[config.mk]
export PLATFORM = sky130hd
export DESIGN_NAME = contiguous_unit_allocator
export DESIGN_NICKNAME = d
export VERILOG_FILES = /design/src/hdl/cua_pkg.sv /design/src/hdl/cua_datapath.sv /design/src/hdl/cua_ctrl.sv /design/src/hdl/contiguous_unit_allocator.sv
export SDC_FILE = /design/constraint.sdc
export NUM_CORES = 1
export LEC_CHECK = 0
export ABC_AREA = 1
export BUFFER_PORTS_ARGS = -buffer_cell sky130_fd_sc_hd__buf_2
export CAP_MARGIN = 30
export CELL_PAD_IN_SITES_DETAIL_PLACEMENT = 1
export CELL_PAD_IN_SITES_GLOBAL_PLACEMENT = 1
export CORE_UTILIZATION = 50
export DETAILED_ROUTE_END_ITERATION = 8
export PLACE_DENSITY = 0.85
export SYNTH_ARGS = -nofsm -noshare
export SYNTH_HDL_FRONTEND = slang
export SYNTH_SLANG_ARGS = --single-unit
[constraint.sdc]
create_clock -name clk -period 4.03 [get_ports clk]
set_input_delay 0.806 -clock clk [delete_from_list [all_inputs] [get_ports clk]]
set_output_delay 0.806 -clock clk [all_outputs]
set_load 0.01 [all_outputs]
[src/hdl/cua_pkg.sv]
`timescale 1ns / 1ps
// ----------------------------------------------------------------------------
// Contiguous unit allocator package
// Shared widths, status codes and controller command types.
// ----------------------------------------------------------------------------
package cua_pkg;

    localparam int UNITS_DEFAULT   = 32;
    localparam int ID_BITS_DEFAULT = 8;

    localparam int PID_W    = 8;
    localparam int COUNT_W  = 6;
    localparam int START_W  = 5;
    localparam int FREED_W  = 6;
    localparam int STATUS_W = 2;

    localparam logic [STATUS_W-1:0] ST_OK      = 2'd0;
    localparam logic [STATUS_W-1:0] ST_NOFIT   = 2'd1;
    localparam logic [STATUS_W-1:0] ST_INVALID = 2'd2;

    localparam logic       OP_ALLOC = 1'b0;
    localparam logic       OP_FREE  = 1'b1;

    localparam logic [1:0] FIT_FIRST = 2'd0;
    localparam logic [1:0] FIT_NEXT  = 2'd1;
    localparam logic [1:0] FIT_BEST  = 2'd2;
    localparam logic [1:0] FIT_WORST = 2'd3;

    typedef struct packed {
        logic load;
        logic scan_step;
        logic scan_fin;
        logic fill_step;
        logic free_step;
    } cua_cmd_t;

    typedef struct packed {
        logic is_free;
        logic invalid;
        logic scan_last;
        logic found;
        logic fill_last;
        logic free_last;
    } cua_stat_t;

endpackage

[src/hdl/cua_datapath.sv]
`timescale 1ns / 1ps
// ----------------------------------------------------------------------------
// Contiguous unit allocator datapath
// Owner table, run tracker for the fit scan, fill and release sweeps.
// ----------------------------------------------------------------------------
module cua_datapath #(
    parameter int UNITS   = 32,
    parameter int ID_BITS = 8
) (
    input  logic                          clk,
    input  logic                          rst_n,
    input  cua_pkg::cua_cmd_t             cmd,
    output cua_pkg::cua_stat_t            stat,
    input  logic                          operation,
    input  logic [1:0]                    fit_policy,
    input  logic [cua_pkg::PID_W-1:0]     owner_tag,
    input  logic [cua_pkg::COUNT_W-1:0]   unit_count,
    output logic [cua_pkg::STATUS_W-1:0]  res_status,
    output logic [cua_pkg::START_W-1:0]   res_start,
    output logic [cua_pkg::FREED_W-1:0]   res_freed
);
    import cua_pkg::*;

    localparam int IW = (UNITS > 1) ? $clog2(UNITS) : 1;
    localparam int LW = $clog2(UNITS + 1);

    logic [ID_BITS-1:0] owner_reg [UNITS];
    logic [UNITS-1:0]   used_reg;
    logic [IW-1:0]      nfs_reg;

    logic               op_reg;
    logic [1:0]         pol_reg;
    logic [ID_BITS-1:0] pid_reg;
    logic [LW-1:0]      cnt_reg;
    logic [IW-1:0]      idx_reg;
    logic [LW-1:0]      step_reg;
    logic [LW-1:0]      run_reg;
    logic [IW-1:0]      runpos_reg;
    logic               found_reg;
    logic [LW-1:0]      blen_reg;
    logic [IW-1:0]      bpos_reg;
    logic [LW-1:0]      freed_reg;
    logic [STATUS_W-1:0] status_reg;

    logic               cnt_bad;
    logic [LW-1:0]      run_now;
    logic [IW-1:0]      pos_now;
    logic               end_run;
    logic               take;
    logic [IW-1:0]      idx_inc;
    logic [IW-1:0]      start_now;
    logic               hit;

    assign cnt_bad = (unit_count == '0) || (32'(unit_count) > UNITS);
    assign idx_inc = (32'(idx_reg) == UNITS - 1) ? '0 : idx_reg + 1'b1;

    // Free-run length ending at idx for best and worst fit.
    always_comb
    begin
        if (used_reg[idx_reg])
        begin
            run_now = '0;
        end
        else
        begin
            run_now = run_reg + 1'b1;
        end
        pos_now = (run_reg == '0) ? idx_reg : runpos_reg;
        end_run = !used_reg[idx_reg] && ((32'(idx_reg) == UNITS - 1) || used_reg[idx_inc]);
    end

    // First/next: the run from a start is computed by a reverse sweep, kept in
    // fit_ok_reg, one bit per start unit that has enough free room.
    logic [UNITS-1:0] fit_ok_reg;

    always_comb
    begin
        take = 1'b0;
        if (end_run && (run_now >= cnt_reg))
        begin
            if (!found_reg)
            begin
                take = 1'b1;
            end
            else if (pol_reg == FIT_BEST)
            begin
                take = run_now < blen_reg;
            end
            else
            begin
                take = run_now > blen_reg;
            end
        end
    end

    assign start_now = bpos_reg;
    assign hit = used_reg[idx_reg] && (owner_reg[idx_reg] == pid_reg);

    // The scan for first and next fit visits units from the top down and
    // records, for each unit, whether the free run starting there fits. The
    // pick then walks the circular order in a second pass.
    logic [LW-1:0] rrun;
    logic          rev_phase_reg;
    assign rrun = used_reg[idx_reg] ? '0 : run_reg + 1'b1;

    always_ff @(posedge clk or negedge rst_n)
    begin
        if (!rst_n)
        begin
            used_reg <= '0;
            nfs_reg  <= '0;
        end
        else
        begin
            if (cmd.fill_step)
            begin
                used_reg[idx_reg] <= 1'b1;
                if (stat.fill_last)
                begin
                    nfs_reg <= idx_inc;
                end
            end
            if (cmd.free_step && hit)
            begin
                used_reg[idx_reg] <= 1'b0;
            end
        end
    end

    always_ff @(posedge clk)
    begin
        if (cmd.fill_step)
        begin
            owner_reg[idx_reg] <= pid_reg;
        end
        if (cmd.free_step && hit)
        begin
            owner_reg[idx_reg] <= '0;
        end
    end

    always_ff @(posedge clk)
    begin
        if (cmd.load)
        begin
            op_reg        <= operation;
            pol_reg       <= fit_policy;
            pid_reg       <= owner_tag[ID_BITS-1:0];
            cnt_reg       <= LW'(unit_count);
            found_reg     <= 1'b0;
            blen_reg      <= '0;
            bpos_reg      <= '0;
            run_reg       <= '0;
            runpos_reg    <= '0;
            step_reg      <= '0;
            freed_reg     <= '0;
            rev_phase_reg <= (fit_policy == FIT_FIRST) || (fit_policy == FIT_NEXT);
            if ((fit_policy == FIT_FIRST) || (fit_policy == FIT_NEXT))
            begin
                idx_reg <= IW'(UNITS - 1);
            end
            else
            begin
                idx_reg <= '0;
            end
            status_reg <= (operation == OP_ALLOC && cnt_bad) ? ST_INVALID : ST_OK;
        end
        else if (cmd.scan_step)
        begin
            step_reg <= step_reg + 1'b1;
            if (rev_phase_reg)
            begin
                run_reg             <= rrun;
                fit_ok_reg[idx_reg] <= rrun >= cnt_reg;
                if (32'(step_reg) == UNITS - 1)
                begin
                    rev_phase_reg <= 1'b0;
                    step_reg      <= '0;
                    idx_reg       <= (pol_reg == FIT_NEXT) ? nfs_reg : '0;
                end
                else
                begin
                    idx_reg <= idx_reg - 1'b1;
                end
            end
            else if (pol_reg == FIT_FIRST || pol_reg == FIT_NEXT)
            begin
                if (!found_reg && fit_ok_reg[idx_reg])
                begin
                    found_reg <= 1'b1;
                    bpos_reg  <= idx_reg;
                end
                idx_reg <= idx_inc;
            end
            else
            begin
                run_reg    <= run_now;
                runpos_reg <= pos_now;
                if (take)
                begin
                    found_reg <= 1'b1;
                    blen_reg  <= run_now;
                    bpos_reg  <= pos_now;
                end
                if (end_run)
                begin
                    run_reg <= '0;
                end
                idx_reg <= idx_inc;
            end
        end
        else if (cmd.scan_fin)
        begin
            idx_reg  <= start_now;
            step_reg <= '0;
            if (!found_reg)
            begin
                status_reg <= ST_NOFIT;
            end
        end
        else if (cmd.fill_step)
        begin
            step_reg <= step_reg + 1'b1;
            idx_reg  <= idx_inc;
        end
        else if (cmd.free_step)
        begin
            step_reg <= step_reg + 1'b1;
            idx_reg  <= idx_inc;
            if (hit)
            begin
                freed_reg <= freed_reg + 1'b1;
            end
        end
    end

    assign stat.is_free   = op_reg == OP_FREE;
    assign stat.invalid   = status_reg == ST_INVALID;
    assign stat.scan_last = !rev_phase_reg && (32'(step_reg) == UNITS - 1);
    assign stat.found     = found_reg;
    assign stat.fill_last = (step_reg + 1'b1) == cnt_reg;
    assign stat.free_last = 32'(step_reg) == UNITS - 1;

    assign res_status = status_reg;
    assign res_start  = (status_reg == ST_OK && op_reg == OP_ALLOC) ?
                        START_W'(bpos_reg) : '0;
    assign res_freed  = (op_reg == OP_FREE) ? FREED_W'(freed_reg) : '0;

endmodule

[src/hdl/cua_ctrl.sv]
`timescale 1ns / 1ps
// ----------------------------------------------------------------------------
// Contiguous unit allocator controller
// Sequences the scan, fill and release sweeps and issues the result strobe.
// ----------------------------------------------------------------------------
module cua_ctrl (
    input  logic                clk,
    input  logic                rst_n,
    input  logic                start,
    output logic                busy,
    output logic                done,
    output cua_pkg::cua_cmd_t   cmd,
    input  cua_pkg::cua_stat_t  stat
);
    import cua_pkg::*;

    typedef enum logic [2:0] {S_IDLE, S_DEC, S_SCAN, S_FIN, S_FILL, S_FREE, S_DONE} state_t;

    state_t state_reg;
    logic   busy_reg;
    logic   done_reg;

    always_ff @(posedge clk or negedge rst_n)
    begin
        if (!rst_n)
        begin
            state_reg <= S_IDLE;
            busy_reg  <= 1'b0;
            done_reg  <= 1'b0;
        end
        else
        begin
            done_reg <= 1'b0;
            unique case (state_reg)
                S_IDLE:
                begin
                    if (start)
                    begin
                        state_reg <= S_DEC;
                        busy_reg  <= 1'b1;
                    end
                end
                S_DEC:
                begin
                    if (stat.is_free)
                    begin
                        state_reg <= S_FREE;
                    end
                    else if (stat.invalid)
                    begin
                        state_reg <= S_DONE;
                    end
                    else
                    begin
                        state_reg <= S_SCAN;
                    end
                end
                S_SCAN:
                begin
                    if (stat.scan_last)
                    begin
                        state_reg <= S_FIN;
                    end
                end
                S_FIN:
                begin
                    state_reg <= stat.found ? S_FILL : S_DONE;
                end
                S_FILL:
                begin
                    if (stat.fill_last)
                    begin
                        state_reg <= S_DONE;
                    end
                end
                S_FREE:
                begin
                    if (stat.free_last)
                    begin
                        state_reg <= S_DONE;
                    end
                end
                S_DONE:
                begin
                    state_reg <= S_IDLE;
                    busy_reg  <= 1'b0;
                    done_reg  <= 1'b1;
                end
                default:
                begin
                    state_reg <= S_IDLE;
                end
            endcase
        end
    end

    always_comb
    begin
        cmd           = '0;
        cmd.load      = (state_reg == S_IDLE) && start;
        cmd.scan_step = state_reg == S_SCAN;
        cmd.scan_fin  = state_reg == S_FIN;
        cmd.fill_step = state_reg == S_FILL;
        cmd.free_step = state_reg == S_FREE;
    end

    assign busy = busy_reg;
    assign done = done_reg;

endmodule

[src/hdl/contiguous_unit_allocator.sv]
`timescale 1ns / 1ps
// ----------------------------------------------------------------------------
// Contiguous unit allocator
// Owner table of UNITS units with first, next, best and worst fit allocation.
// ----------------------------------------------------------------------------
// A request is taken when start is high and busy is low; busy stays high
// until its result. The result appears for one cycle with done high and
// cannot be stalled. First and next fit allocation make two sweeps over the
// owner table, one unit per cycle, then the fill; best and worst fit make one
// sweep, and a request that finds no run skips the fill. An invalid count goes
// straight to the result and a free request sweeps every unit once.
module contiguous_unit_allocator #(
    parameter int UNITS   = cua_pkg::UNITS_DEFAULT,
    parameter int ID_BITS = cua_pkg::ID_BITS_DEFAULT
) (
    input  logic                          clk,
    input  logic                          rst_n,
    input  logic                          start,
    output logic                          busy,
    input  logic                          operation,
    input  logic [1:0]                    fit_policy,
    input  logic [cua_pkg::PID_W-1:0]     owner_tag,
    input  logic [cua_pkg::COUNT_W-1:0]   unit_count,
    output logic                          done,
    output logic [cua_pkg::STATUS_W-1:0]  status,
    output logic [cua_pkg::START_W-1:0]   start_unit,
    output logic [cua_pkg::FREED_W-1:0]   units_freed
);
    import cua_pkg::*;

    cua_cmd_t  cmd;
    cua_stat_t stat;

    cua_ctrl u_ctrl (
        .clk   (clk),
        .rst_n (rst_n),
        .start (start),
        .busy  (busy),
        .done  (done),
        .cmd   (cmd),
        .stat  (stat)
    );

    cua_datapath #(
        .UNITS   (UNITS),
        .ID_BITS (ID_BITS)
    ) u_dp (
        .clk        (clk),
        .rst_n      (rst_n),
        .cmd        (cmd),
        .stat       (stat),
        .operation  (operation),
        .fit_policy (fit_policy),
        .owner_tag  (owner_tag),
        .unit_count (unit_count),
        .res_status (status),
        .res_start  (start_unit),
        .res_freed  (units_freed)
    );

endmodule
### After elaboration in Yosys (flattened, before gate mapping)

Memory sizes are Yosys's and may differ from the RTL's. A register that Yosys moved wholly into a read port is not among the register bits.
Index checks and enable logic that the tools add are counted.

* register bits: 134
* bits in writable memories: 256
* bits of input ports: 20
* output and inout bits: 15
* word-level logic and storage cells: 175
* memories kept: 1

Memories
* u_dp.owner_reg: words 32, bits a word 8, read ports 1, clocked after memory_dff 1, write ports 1, line cua_datapath.sv:27 `logic [ID_BITS-1:0] owner_reg [UNITS];`

* add/subtract/negate cells: 5
* magnitude comparators: 7
* eq/ne operators: 22
* muxes and demuxes: 69
* bitwise operators: 12
* reduce and logical (&&, ||, !) cells: 39

Operators with widths (count)
* $mux 5: 16
* $mux 6: 11
* $mux 32: 2
* $and 32x32->32: 1
* $bwmux 32: 1
* $not 32->32: 1
* $or 32x32->32: 1
* $mux 1: 20
* $add 6x1->6 const B: 3
* $mux 3: 6
* $pmux 3 s6: 1
* $bmux 1 s5: 3
* $logic_not 6->1: 2
* $lt 5x6->1 const B: 2
* $mux 2: 6
* $reduce_and 4->1: 3
* $logic_and 1x1->1: 10
* $eq 3x3->1 const B: 3
* $reduce_and 3->1: 3
* $eq 8x8->1: 1
* $mux 8: 1
* $ne 2x1->1 const B: 4
* $ne 2x2->1 const B: 4
* $not 1->1: 8
* 26 further kinds: 41

### Depth between registers and ports, before layout

Gate-level depths: netlist of the first run.

* word-level depth: 10
* gate-level depth with buffers: 27
* gate-level depth less buffers: 24

### Modules after synthesis

A second synthesis of the first run with hierarchy kept.

* cell total of the unflattened synthesis: 1842
* area total of the unflattened synthesis: 18295.0 um^2

By module, submodules not included
* cua_datapath: times used 1, cells each 1795, area each 17951.0 um^2
* cua_ctrl: times used 1, cells each 47, area each 344.1 um^2

### Worst setup path before layout of the first run

No wires, ideal clock.

* path kind: register to register
* start: register u_dp.idx_reg[0]
* end: register u_dp.fit_ok_reg[0], data pin
* library setup time: 392 ps
* arrival time: 2671 ps
* data required time: 3638 ps
* slack: 967 ps
* stages on the path, launching flop included: 21
* path buffers: 2
* cells stage by stage: edfxtp_1 buf_6 clkinv_4 buf_6 nand2_2 nand3_1 nand2_1 nand2_1 nand2_1 nor2_4 nand2_4 nor2_1 inv_1 ha_1 inv_1 a21boi_0 o21a_1 o21ai_0 o211ai_1 nand3_1 nand2_1

* longest elaborated chain between the ends: 5
* elaborated cells on any way between the ends: 10
* those cells by class: 3 x order compare; 6 x mux; 1 x reduce/logical

Ends and longest elaborated chain
* start: declaration: line cua_datapath.sv:35 `logic [IW-1:0] idx_reg;`
* start signal: assignment: line cua_datapath.sv:160 `idx_reg <= IW'(UNITS - 1);`
* start signal: assignment: line cua_datapath.sv:179 `idx_reg <= (pol_reg == FIT_NEXT) ? nfs_reg : '0;`
* start signal: assignment: line cua_datapath.sv:183 `idx_reg <= idx_reg - 1'b1;`
* $bmux 1 s5 (tied with other cells): line cua_datapath.sv:104 `assign rrun = used_reg[idx_reg] ? '0 : run_reg + 1'b1;`
* $mux 1 (implied by the code) / $logic_and 1x1->1 (equally long branches): line cua_datapath.sv:104, cua_datapath.sv:174
* $mux 6 / $mux 1 (equally long branches): line cua_datapath.sv:104, cua_datapath.sv:174
* $ge 6x6->1 / $demux 1 s5 (equally long branches)
* $bwmux 32 *: line cua_datapath.sv:174 `fit_ok_reg[idx_reg] <= rrun >= cnt_reg;`
* end signal: indexed assignment: line cua_datapath.sv:174
* end: declaration: line cua_datapath.sv:74 `logic [UNITS-1:0] fit_ok_reg;`

Mark *: on every way between the ends. The rest lies on a longest branch, timed or not. The select of a mux whose other input is x is not followed.
A chain may end at the register's enable or synchronous reset.

==> results.yml, run 1 <==
clocking:
  cts_tree: "yes"
  cts_made_buffers: 42
  cts-root-buf: "clkbuf_16"
  cts.path.max_buffers: 3
  hold_buffers: 0
  clkTransAtPathRegs_ns: 0.07
  h-tree-depth: 2
  clock_latency_ns: 0.59
  cts.sinks: 395
synthesis:
  netlist.area_leader.share_pct: 51.5
  netlist_top_cells_area: "edfxtp_1 (51%), nor2_1 (6.6%), o21ai_0 (6.0%), dfrtp_1 (5.8%), dfxtp_1 (4.4%)"
  synth_seq_area_share_pct: 61.6
  synthXorXnorAreaFrac_pct: 1.01
  synthMuxAreaShare_pct: 0
  synth_cells: 1832
  syn_area_um2: 18300
  synth_compound_area_share_pct: 13.7
  synth_adder_area_share_pct: 1.30
  synth_top_family_by_area: "simple AND/OR/NAND/NOR gates"
  synth_warnings: 0
  postSynthAreaPerCell_um2: 9.97
  synth_seq_cells: 395
  synthArstFlopShare_pct: 10.6
  yosys.area_share.simple_pct: 15.2
  ys.flop_type: "edfxtp_1"
  synth_edf_count: 313
  synth_largest_area_cell: "edfxtp_1"
  syn-num-nets: 1871
  synth_cell_types: 51
worst_hold_path:
  min_path_type: "primary input to async pin"
floorplan:
  core_um2: 35700
  dieHeight_um: 193
  design.die.area_um2: 37300
  start_util_pct: 51.1
  dieWidth_um: 193
  fp-row-count: 69
  ios: 35
sta:
  fin_crit_ns: 3.83
  fin_worst_skew_ns: 0.0469
  worst_slack_ns: 0.203
  period_share_pct: 95.0
  hold_viol: 0
  rsz0062_at_grt: "no"
  tightest_slew_ns: 0.888
  finalSetupViolations: 0
  maxSlewHeadroom_pct: 40.6
  fin_setup_tns_ns: 0
  max_freq_mhz: 261
  drv_slew: 0
layout:
  most-common-layout-cells: "edfxtp_1 (313), nor2_1 (304), o21ai_0 (218)"
  final_common_cell: "edfxtp_1"
  fin_nets: 1945
  diodes: 0
  largest_register_ffs: 256
  layout-drive-gt1-share_pct: 12.4
  area_delta_synth_final_pct: 13.4
critical_path:
  crit_path_end_kind: "register"
  crit_type: "register to register"
  critPathLaunchType: "register"
  cp_max_fo: 24
  required_ns: 4.38
  arrival_ns: 4.17
power:
  vdd_ir_drop_max_mv: 0.509
  p_leak_nw: 7.90
  pwr_density_cell_nw_per_um2: 781
placed_design:
  place_congestion: 0.916
  numPortBuffers: 34
  hpwl_um: 38600
  dp_slack_ns: 0.182
outcome:
  run_status: "finished clean"
drt:
  wl_per_cell_um: 25.5
  num_vias: 14750
  drc: 0
  drt_iter0_markers: 1411
  ant_nets: 0
  drt-vias-per-instance: 6.15
  routed_wl_um: 61200
  first_pass_iters: 6
global_routing:
  grt_pass1_vias: 15505
  grt_max_degree: 63
  overflow: 0
  grtUsageTotal_pct: 33.4
  antenna_found_initial: 0
  grt_pass1_wl_um: 92700
flow_run:
  drv_cap: 0
==> worst max-delay path, cell delays in order, from the launching register on <==
cell	delay [ns]
dfxtp_2	0.35
inv_2	0.25
buf_4	0.28
o21ai_0	0.12
o221ai_1	0.24
nand3_1	0.30
nand3_1	0.19
nand2_1	0.08
xor2_1	0.39
nor2_1	0.12
and3_1	0.23
and2_4	0.19
buf_4	0.21
nor2_2	0.26
buf_4	0.35
==> per-stage QoR <==
stage	utilization (%)	total power [W]	hold slack, ns	instance area, µm²	instances
2_1_floorplan	-	0.00955	0.433	18300	1832
3_3_place_gp	53.7	0.0113	0.448	19200	2318
3_5_place_dp	53.7	0.0117	0.456	19200	2318
4_1_cts	57.7	0.0159	0.345	20600	2397
5_1_grt	57.9	0.0169	0.378	20700	2400
6_report	57.9	0.0162	0.321	20700	2400
==> cell type report <==
type | instances | area (µm²)
fillers | 3912 | 15000
flip-flops and latches | 395 | 11300
multi-input cells | 1144 | 5770
clock buffers | 56 | 1110
repair buffers | 121 | 906
inverters | 202 | 779
well taps | 461 | 577
clock inverters | 21 | 300
==> final timing paths <==
path	from	endpoint	slack [ns]	cells past startpoint
max in group asynchronous	rst_n	u_dp.used_reg[27]$_DFF_PN0_	2.95	2
setup / recovery	register	u_dp.owner_reg[14][5]$_DFFE_PP_	0.20	14
hold / removal	rst_n	u_ctrl.state_reg[2]$_DFFE_PN0P_	0.32	1
min in group clk	fit_policy[0]	u_dp.pol_reg[0]$_DFFE_PP_	0.40	1
hold reg to reg	u_dp.blen_reg[1]$_SDFFE_PP0P_	u_dp.blen_reg[1]$_SDFFE_PP0P_	0.46	2
setup reg to reg	register	u_dp.owner_reg[14][5]$_DFFE_PP_	0.20	14
==> what timing repair did <==
item / 4_1_cts / 5_1_grt
resized for setup: 1 / 18
hold endpoints to repair: 0 / 0
endpoints found under the setup margin: 2 / 260
buffers inserted: 2 / 2
cloned: 0 / 1
pin swaps: 0 / 2
==> cell usage after synthesis (all sizes together), types with 19 or more instances <==
library cell / n
a21oi: 71
clkbuf: 46
ha: 19
nand2: 216
inv: 198
nand3: 98
o221ai: 45
dfrtp: 42
buf: 46
edfxtp: 313
nor2: 328
o21ai: 263
dfxtp: 40
o22ai: 24
==> logic make-up after synthesis <==
logic type	after synthesis
AND/OR/NAND/NOR	667
flip-flops	395
buffers and inverters	294
adder cells (fa/ha/maj)	19
AO/OA/AOI/OAI	436
XOR/XNOR	21
==> per-layer routing <==
layer,up-vias,routed length (µm),global-route usage [%]
met2,706,30400,56.9
met1,7383,23600,40.8
li1,6465,-,-
met5,-,0,0
met3,196,4000,5.92
met4,0,3200,16.8
==> report_power, final <==
| part | total, W | leakage, nW | internal (W) | switching, W |
|---|---|---|---|---|
| logic | 0.00682 | 3.51 | 0.00193 | 0.00489 |
| registers | 0.00528 | 3.72 | 0.00495 | 0.000325 |
| clock network | 0.00408 | 0.667 | 0.00235 | 0.00173 |
| total | 0.0162 | 7.90 | 0.00923 | 0.00694 |
No activity file was read; power rests on OpenSTA's default activity.
==> inputs of run 2 (changes only) <==
Settings changed: GPL_TIMING_DRIVEN from default to 0.
==> results.yml, run 2 (synthesis results as in run 1) <==
outcome:
  run_status: "finished, violations left"
  violations: "negative setup slack"
clocking:
  cts_made_buffers: 43
  cts-root-buf: "clkbuf_16"
  cts_tree: "yes"
  clkTransAtPathRegs_ns: 0.06
  clock_latency_ns: 0.58
  h-tree-depth: 2
  cts.path.max_buffers: 3
  cts.sinks: 395
layout:
  layout-drive-gt1-share_pct: 13.2
  fin_nets: 1988
  final_common_cell: "edfxtp_1"
  area_delta_synth_final_pct: 14.5
  diodes: 0
  most-common-layout-cells: "edfxtp_1 (313), nor2_1 (296), o21ai_0 (219)"
  design_area_um2: 20900
  largest_register_ffs: 256
floorplan:
  dieHeight_um: 193
  start_util_pct: 51.1
  fp-row-count: 69
  dieWidth_um: 193
  core_um2: 35700
  ios: 35
  design.die.area_um2: 37300
power:
  p_total_w: 0.0165
  power_switching_w: 0.00722
  pwr_density_cell_nw_per_um2: 789
  p_sw_share_pct: 43.8
  vdd_ir_drop_max_mv: 0.442
  seqPwrFrac_pct: 31.8
  p_leak_nw: 8.00
  power_frac_clock_pct: 24.0
  p_comb_share_pct: 44.2
  internal-power_w: 0.00927
drt:
  wl_per_cell_um: 26.4
  drt_iter0_markers: 1470
  first_pass_iters: 6
  num_vias: 15249
  drt-vias-per-instance: 6.24
  drc: 0
  ant_nets: 0
  routed_wl_um: 64600
sta:
  maxSlewHeadroom_pct: 43.9
  drv_slew: 0
  hold_viol: 0
  period_share_pct: 101
  worst_slack_ns: -0.0563
  tightest_slew_ns: 0.842
  fin_crit_ns: 4.09
  max_freq_mhz: 245
  fin_worst_skew_ns: 0.0259
  finalSetupViolations: 16
global_routing:
  grtUsageTotal_pct: 34.6
  grt_max_degree: 38
  grt_pass1_vias: 15844
  antenna_found_initial: 0
  grt_pass1_wl_um: 94200
  overflow: 0
critical_path:
  cp_max_fo: 10
  crit_path_end_kind: "register"
  max_stage_delay_ns: 0.51
  arrival_ns: 4.37
  crit_type: "register to register"
  critPathLaunchType: "register"
  crit_chain: "inv_2 -> clkbuf_1 -> o21ai_0 -> o22ai_1 -> o21ai_0 -> o211ai_1 -> nand2_1 -> xor2_1 -> nand2_1 -> nor2_2 -> and2_4 -> nor2_4 -> buf_6 -> nor2_1 -> buf_6"
  critPathSlowestCell: "nor2_1"
  required_ns: 4.31
placed_design:
  hpwl_um: 44500
  numPortBuffers: 34
  place_area_um2: 19400
  place_congestion: 0.898
flow_run:
  drv_cap: 0
worst_hold_path:
  min_path_type: "primary input to async pin"
-- run 2: cell count changes in the layout (fill, tap and decap cells not counted), moves of 5 or more --
cell and change:
buf_4 -51, buf_6 +25, clkbuf_1 +22, buf_2 +16, clkbuf_2 +16, clkinv_1 +11, buf_8 +9, nor2_1 -8
nor2_2 +7, buf_12 -5
-- run 2: power groups by stage --
stage,sequential [W],clock (W),combinational (W)
final,0.00524,0.00396,0.00730
after global routing,0.00527,0.00407,0.00778
after CTS,0.00522,0.00395,0.00691
after detailed placement,0.00530,0,0.00675
after global placement,0.00528,0,0.00634
after floorplan,0.00521,0,0.00434
-- run 2: final cells by class --
type	instances	area [µm²]
Clock buffer	52	1170
Clock inverter	27	214
Tap cell	461	577
Inverter	202	769
Buffer	92	569
Sequential cell	395	11300
Multi-Input combinational cell	1143	5790
Fill cell	3935	14800
Timing Repair Buffer	72	566
-- run 2: final timing paths --
path	slack, ns	from	end	depth (start not counted)
hold / removal	0.05	rst_n	u_ctrl.state_reg[2]$_DFFE_PN0P_	1
setup / recovery	-0.06	register	u_dp.owner_reg[20][7]$_DFFE_PP_	15
hold reg to reg	0.48	u_dp.blen_reg[0]$_SDFFE_PP0P_	u_dp.blen_reg[0]$_SDFFE_PP0P_	2
min in group clk	0.40	owner_tag[4]	u_dp.pid_reg[4]$_DFFE_PP_	1
max in group asynchronous	3.49	rst_n	async pin	2
setup reg to reg	-0.06	register	u_dp.owner_reg[20][7]$_DFFE_PP_	15
-- run 2: what timing repair did --
action	in CTS	in global routing
gates resized for setup	21	29
buffers inserted	0	6
hold buffers	0	0
pin swaps	0	2
gates cloned	0	0
endpoints found under the setup margin	163	140
-- run 2: worst max-delay path: cells and delay by family (launching register included) --
kind / cells / cell delay (ns)
compound gates: 4 / 0.82
xor+xnor: 1 / 0.23
buf+inv: 4 / 1.02
flops: 1 / 0.41
simple gates: 6 / 1.29
-- run 2: per-stage QoR --
| stage | setup TNS (ns) | hold slack, ns | cells | worst slack (ns) | util (%) |
|---|---|---|---|---|---|
| global route | -3.76 | 0.0583 | 2444 | -0.196 | 58.5 |
| floorplan | 0 | 0.433 | 1832 | 0.967 | - |
| finish | -0.640 | 0.0543 | 2444 | -0.0563 | 58.5 |
| CTS | 0 | 0.0416 | 2437 | 0.000956 | 58.2 |
| global placement | -211.69 | 0.448 | 2327 | -0.813 | 53.2 |
| detailed placement | -23.39 | 0.456 | 2358 | -0.252 | 54.2 |
-- run 2: routing by layer --
metal / GRT usage, % / part of all wire [%] / up-vias
li1: - / - / 6554
met1: 40.7 / 37 / 7537
met2: 58.9 / 49 / 873
met3: 6.26 / 7.7 / 285
met4: 21.4 / 6.4 / 0
met5: 0 / 0 / -
==> inputs of run 3 (changes only) <==
Settings changed: REMOVE_ABC_BUFFERS from default to 1, SETUP_SLACK_MARGIN from default to 0.3.
==> results.yml, run 3 (synthesis results as in run 1) <==
clocking:
  cts.path.max_buffers: 3
  clock_latency_ns: 0.59
  cts_made_buffers: 42
  h-tree-depth: 2
  cts-root-buf: "clkbuf_16"
  cts.sinks: 395
  cts_tree: "yes"
  hold_buffers: 0
  clkTransAtPathRegs_ns: 0.06
placed_design:
  hpwl_um: 36200
  place_congestion: 0.874
  numPortBuffers: 34
  dp_slack_ns: -0.839
critical_path:
  critPathLaunchType: "register"
  rrSetupSlack_ns: 0.18
  crit_path_end_kind: "register"
  arrival_ns: 4.29
  required_ns: 4.48
  cp.depth: 19
  cp_num_buf_inv: 3
  critPathSlowestCell: "edfxtp_1"
  worstReg2RegStart: "u_dp.idx_reg[0]$_DFFE_PN_"
  critPathTopFamily: "compound AO/OA/AOI/OAI gates"
  crit_chain: "clkbuf_16 -> ha_1 -> nand2_2 -> nor2_1 -> ha_1 -> nor2_4 -> buf_4 -> o21ai_0 -> o21ai_0 -> o211ai_1 -> nand2_1 -> nand2_1 -> nand2_1 -> nand2_1 -> a21oi_2 -> buf_4 -> nand3_2 -> o21ai_1 -> a21oi_1"
  r2r_cells: 19
  max_stage_delay_ns: 0.49
  cp_max_fo: 7
  timing.critical_path.from: "u_dp.idx_reg[0]$_DFFE_PN_"
  crit_type: "register to register"
  worst_path_most_repeated_cell: "nand2_1"
drt:
  num_vias: 15915
  routed_wl_um: 70700
  drt_iter0_markers: 1852
  wl_per_cell_um: 29.4
  first_pass_iters: 8
  drt-vias-per-instance: 6.62
  ant_nets: 0
  drc: 0
flow_run:
  drv_cap: 0
sta:
  tightest_slew_ns: 1.12
  period_share_pct: 95.4
  fin_worst_skew_ns: 0.0373
  rsz0062_at_grt: "yes"
  fin_crit_ns: 3.85
  worst_slack_ns: 0.185
  max_freq_mhz: 260
  finalSetupViolations: 0
  maxSlewHeadroom_pct: 25.5
  hold_viol: 0
  drv_slew: 0
power:
  p_leak_nw: 8.10
  p_total_w: 0.0176
  pwr_density_cell_nw_per_um2: 814
  vdd_ir_drop_max_mv: 0.468
worst_hold_path:
  min_path_type: "primary input to async pin"
layout:
  multi_input_comb_area_um2: 6170
  layout-drive-gt1-share_pct: 15.4
  area_delta_synth_final_pct: 18.0
  most-common-layout-cells: "edfxtp_1 (313), nor2_1 (275), o21ai_0 (212)"
  fillers: 3833
  regArea_um2: 11300
  largest_register_ffs: 256
  fin_nets: 1947
  final_common_cell: "edfxtp_1"
global_routing:
  overflow: 0
  grt_pass1_vias: 15699
  grtUsageTotal_pct: 34.3
  antenna_found_initial: 2
  grt_max_degree: 45
  grt_pass1_wl_um: 94300
floorplan:
  start_util_pct: 51.1
  design.die.area_um2: 37300
  dieWidth_um: 193
  dieHeight_um: 193
  fp-row-count: 69
  ios: 35
  core_um2: 35700
outcome:
  run_status: "finished clean"
run 3: changes by cell type in the layout (fill, tap and decap cells not counted), sizes merged:
cell / change
nand3: +1
clkbuf: -37
clkinv: -5
nor2: +1
diode: +1
nand2: +1
buf: -1
bufinv: -3
clkinvlp: +1
run 3: repair_timing:
action	CTS	global route
gates resized for setup	91	53
endpoints found under the setup margin	600	527
gates cloned	4	9
buffers inserted	22	31
pin swaps	10	19
run 3: stage by stage:
stage | setup TNS, ns | hold WS, ns | utilization (%) | std cells | area [µm²]
after floorplan | -755.36 | 0.435 | - | 1740 | 17700
after global placement | -2565.30 | 0.446 | 51.6 | 2235 | 18500
after detailed placement | -239.70 | 0.461 | 53.1 | 2259 | 19000
after CTS | 0 | 0.205 | 58.7 | 2362 | 21000
after global routing | 0 | 0.224 | 60.3 | 2402 | 21500
final | 0 | 0.206 | 60.3 | 2403 | 21500
run 3: power breakdown:
group	internal, W	switching, W	leakage, nW
combinational	0.00253	0.00586	3.76
sequential	0.00496	0.000412	3.72
clock	0.00202	0.00177	0.619
run 3: per-layer routing:
layer	global-route usage [%]	up-vias	share of wire [%]
met4	21.3	4	8.1
li1	-	6473	-
met2	59.6	1242	48
met1	39.6	7763	34
met5	0	-	0.034
met3	5.30	433	9.5
run 3: layout make-up:
| class | count | area share (%) |
|---|---|---|
| multi-input combinational | 1146 | 28.6 |
| clock buffer | 58 | 5.34 |
| inverter | 202 | 3.88 |
| tap | 461 | 2.68 |
| sequential | 395 | 52.2 |
| timing repair inverter | 1 | 0.0523 |
| clock inverter | 19 | 0.575 |
| antenna | 1 | 0.0116 |
| timing repair buffer | 120 | 6.60 |
run 3: final timing paths:
| path | endpoint |
|---|---|
| setup reg to reg | u_dp.blen_reg[5]$_SDFFE_PP0P_ |
| min in group clk | u_dp.pid_reg[4]$_DFFE_PP_ |
| hold reg to reg | u_dp.blen_reg[3]$_SDFFE_PP0P_ |
| max in group asynchronous | u_dp.used_reg[17]$_DFF_PN0_ |
| hold / removal | u_dp.nfs_reg[1]$_DFFE_PN0P_ |
| setup / recovery | u_dp.blen_reg[5]$_SDFFE_PP0P_ |
run 3: worst reg2reg max path, stage by stage, from the launching register on:
cell and delay, ns:
edfxtp_1 0.49, clkbuf_16 0.23, ha_1 0.29, nand2_2 0.17, nor2_1 0.07, ha_1 0.24, nor2_4 0.26, buf_4 0.20
o21ai_0 0.08, o21ai_0 0.37, o211ai_1 0.19, nand2_1 0.11, nand2_1 0.06, nand2_1 0.13, nand2_1 0.09, a21oi_2 0.15
buf_4 0.15, nand3_2 0.14, o21ai_1 0.23, a21oi_1 0.08
